### config.mk
export PLATFORM = sky130hd
export DESIGN_NAME = dtt_mem
export DESIGN_NICKNAME = d
export VERILOG_FILES = /design/src/hw/rtl/dtt_mem.sv
export SDC_FILE = /design/constraint.sdc
export NUM_CORES = 2
export LEC_CHECK = 0
export BUFFER_PORTS_ARGS = -buffer_cell sky130_fd_sc_hd__clkbuf_2
export CORE_MARGIN = 2
export CORE_UTILIZATION = 45
export CTS_CLUSTER_DIAMETER = 120
export DETAILED_ROUTE_END_ITERATION = 6
export MAX_ROUTING_LAYER = met4
export SLEW_MARGIN = 20
export SYNTH_ARGS = -nofsm -noshare
export SYNTH_HDL_FRONTEND = slang
export SYNTH_SLANG_ARGS = --single-unit
export TNS_END_PERCENT = 10
### constraint.sdc
create_clock -name clk_i -period 5.5 [get_ports clk_i]
set_input_delay 0 -clock clk_i [delete_from_list [all_inputs] [get_ports clk_i]]
set_output_delay 0 -clock clk_i [all_outputs]
set_load 0.01 [all_outputs]
### src/hw/rtl/dtt_mem.sv
// Slot store: period and deadline memory with registered read.
`default_nettype none
module dtt_mem #(
  parameter int unsigned Slots = 32,
  parameter int unsigned IdxW  = 5
) (
  input  logic            clk_i,
  input  logic            we_i,
  input  logic [IdxW-1:0] waddr_i,
  input  logic [31:0]     wper_i,
  input  logic [63:0]     wdl_i,
  input  logic [IdxW-1:0] raddr_i,
  output logic [31:0]     rper_o,
  output logic [63:0]     rdl_o
);
  logic [95:0] mem_q [Slots];
  logic [95:0] rd_q;

  always_ff @(posedge clk_i) begin
    if (we_i) begin
      mem_q[waddr_i] <= {wper_i, wdl_i};
    end
    rd_q <= mem_q[raddr_i];
  end

  assign rper_o = rd_q[95:64];
  assign rdl_o  = rd_q[63:0];
endmodule
`default_nettype wire

==> reports/metrics.yaml <==
clock_network:
  clk_latency_ns: 0.94
  clk_path_buf_depth: 4
  htree_levels: 5
  cts_tree: "yes"
  clk_transition_reported_paths_ns: 0.06
  cts_sinks: 3168
  cts-root-buf: "clkbuf_16"
  cts_made_buffers: 335
  post-cts-setup-buffers: 0
  cts.repair.resized: 0
  postCtsHoldBufs: 105
grt:
  grtUsageTotal: 0.2371
  overflow: 0
  grt_pass1_vias: 59020
  grt_pass1_wl_um: 435500
  antenna_found_initial: 30
  grt_start_max_net_pins: 127
sta:
  hold_slack_ns: 0.07802
  setup_tns_ns: 0
  tightest_slew_ns: 1.194
  skew_ns: 0.05339
  drv_slew: 0
  finalHoldViolCount: 0
  period_needed_ns: 3.383
  finalSetupViolCount: 0
  rsz0062_at_grt: "false"
  relSlewSlack: 0.2039
  finalCritPeriodShare: 0.6150
  max_freq_ghz: 0.2956
layout:
  syn2layout_area_growth_pct: 14.77
  nets: 6174
  layout-drive-gt1-share: 0.1963
  fin_area_um2: 136100
drt:
  drc: 0
  firstDrtPassIters: 6
  via_count: 59030
  drtIter0Drc: 6958
  wl_um: 310300
  via_per_inst: 5.990
  wl_per_cell_um: 31.49
  detail-route-antenna-nets: 0
yosys:
  syn_nets: 5712
  yosys_warnings: 0
  synth_top_family_by_area: "multiplexers"
  synth-compound-area-share: 0.03957
  ys_seq_area_frac: 0.7943
  ys_types: 30
  netlist_instances: 5604
  synth-edff-count: 3072
  netlist_area_um2: 118600
  synth.largest_area_cell: "edfxtp_1"
  synth_adder_area_share: 0
  synth.most_common_cell: "edfxtp_1"
  synth-seq-cells: 3168
  synthFlopType: "edfxtp_1"
  avgSynthCellArea_um2: 21.16
  synth-async-reset-ratio: 0
  synth_common_cells: "3072 x edfxtp_1, 768 x mux2i_1, 511 x a22oi_1, 384 x mux4_2, 194 x nand3_1"
  synth_xor_area_frac: 0
  synthTopCellsByArea: "edfxtp_1 78%, mux4_2 7.3%, mux2i_1 6.5%"
  yosys.area_share.simple: 0.01473
  synth_top_area_share: 0.7781
  muxShareOfSynthArea: 0.1378
floorplanning:
  initial_core_util: 0.4520
  die_h_um: 517.3
  pin_count: 204
  die_w_um: 517.3
  coreArea_um2: 262300
  num_rows: 188
  dieArea_um2: 267600
job:
  cap_viol_max_count: 0
worst_setup_path:
  crit_type: "in2reg"
  path_buf_inv: 6
  cp-startpoint: "raddr_i[0]"
  worst-endpoint-arrival_ns: 4.19
  slowest_stage: "dlygate4sd3_1"
  rr_startpoint: "mem_q[3][74]"
  required_ns: 6.31
  cp_common_cell: "dlygate4sd3_1"
  critPathTopFamily: "buffers and inverters"
  cp_cell_sequence: "dlygate4sd3_1, buf_8, buf_4, buf_4, mux4_2, a22oi_1, dlygate4sd3_1, nand4_1, dlygate4sd3_1"
  start_kind: "input pin"
  cp_max_fo: 58
  end_kind: "register"
  max_stage_delay_ns: 0.59
power:
  p_per_area_nw_per_um2: 375.9
  leakage_uw: 0.04456
  peakVddDrop_v: 0.0003490
  power_uw: 51150
placement:
  io_buffers: 203
  place_hpwl_um: 148900
  dpl_cell_area_um2: 124400
  place.gp.congestion: 0.7454
run_status:
  run_status: "finished clean"
hold_path:
  hold_path_class: "in2reg"
  hold_start: "raddr_i[4]"
==> worst min-delay path: cells and delay by family <==
kind / cells / cell delay [ns]
and+or+nand+nor: 3 / 0.40
buffers and inverters: 1 / 0.39
AOI/OAI and AO/OA: 1 / 0.17
==> layer usage <==
metal | GRT usage | vias up | part of all wire
li1 | - | 24470 | -
met1 | 0.3253 | 31580 | 0.42
met2 | 0.3708 | 2478 | 0.48
met3 | 0.04242 | 500 | 0.076
met4 | 0.05708 | 0 | 0.023
met5 | - | - | 0
==> worst paths after layout <==
kind	end	cells past startpoint	slack (ns)
worst min register to register	rd_q[18]	4	0.64
worst max register to register	rd_q[74]	5	3.09
worst max-delay path	rd_q[74]	9	2.12
worst min-delay path	rd_q[87]	5	0.08
==> state kept, by name, indices dropped and copies added (netlist names) <==
name and flops:
rd_q 96, mem_q 3072
==> power by group <==
group          internal [uW]  total, uW  switching (uW)
sequential             26800      27000             189
combinational            842       2350            1500
clock                  12900      21800            8910
==> final cells by class <==
| type | count | area, um2 |
|---|---|---|
| sequential | 3168 | 94170 |
| clock buffer | 457 | 9281 |
| timing repair buffer | 443 | 3762 |
| multi-input combinational | 2117 | 23140 |
| inverter | 1 | 3.754 |
| fill | 20510 | 126200 |
| clock inverter | 135 | 1262 |
| tap | 3515 | 4398 |
| antenna | 19 | 47.55 |
==> placed cells by master, fill, tap and decap left out, drive strengths merged, types with 2 or more instances in the layout <==
cell         instances
clkbuf             656
mux4               384
a22o                51
and2                10
nor2b               15
buf                139
a32oi                5
bufinv              23
a31oi               51
clkinvlp             9
or3b                 2
nand3b               5
edfxtp            3072
nor2                46
mux2i              768
a21oi                9
diode               19
inv                  6
clkinv              98
a22oi              511
dlygate4sd3        105
nand4               45
nand2               12
dfxtp               96
nor3                 5
nand3              194
==> kinds of logic after synthesis <==
group,after synthesis
compound gates,627
buf+inv,319
flops,3168
mux,1152
simple gates,338
==> stage by stage <==
stage	instances	util	setup WS, ns
finish	9855	0.5188	2.117
global route	9853	0.5188	1.953
CTS	9836	0.5186	2.137
detailed placement	9139	0.4744	2.485
global placement	9137	0.4742	2.549
floorplan	5604	-	0.2897
No activity file was read; power rests on OpenSTA's default activity.
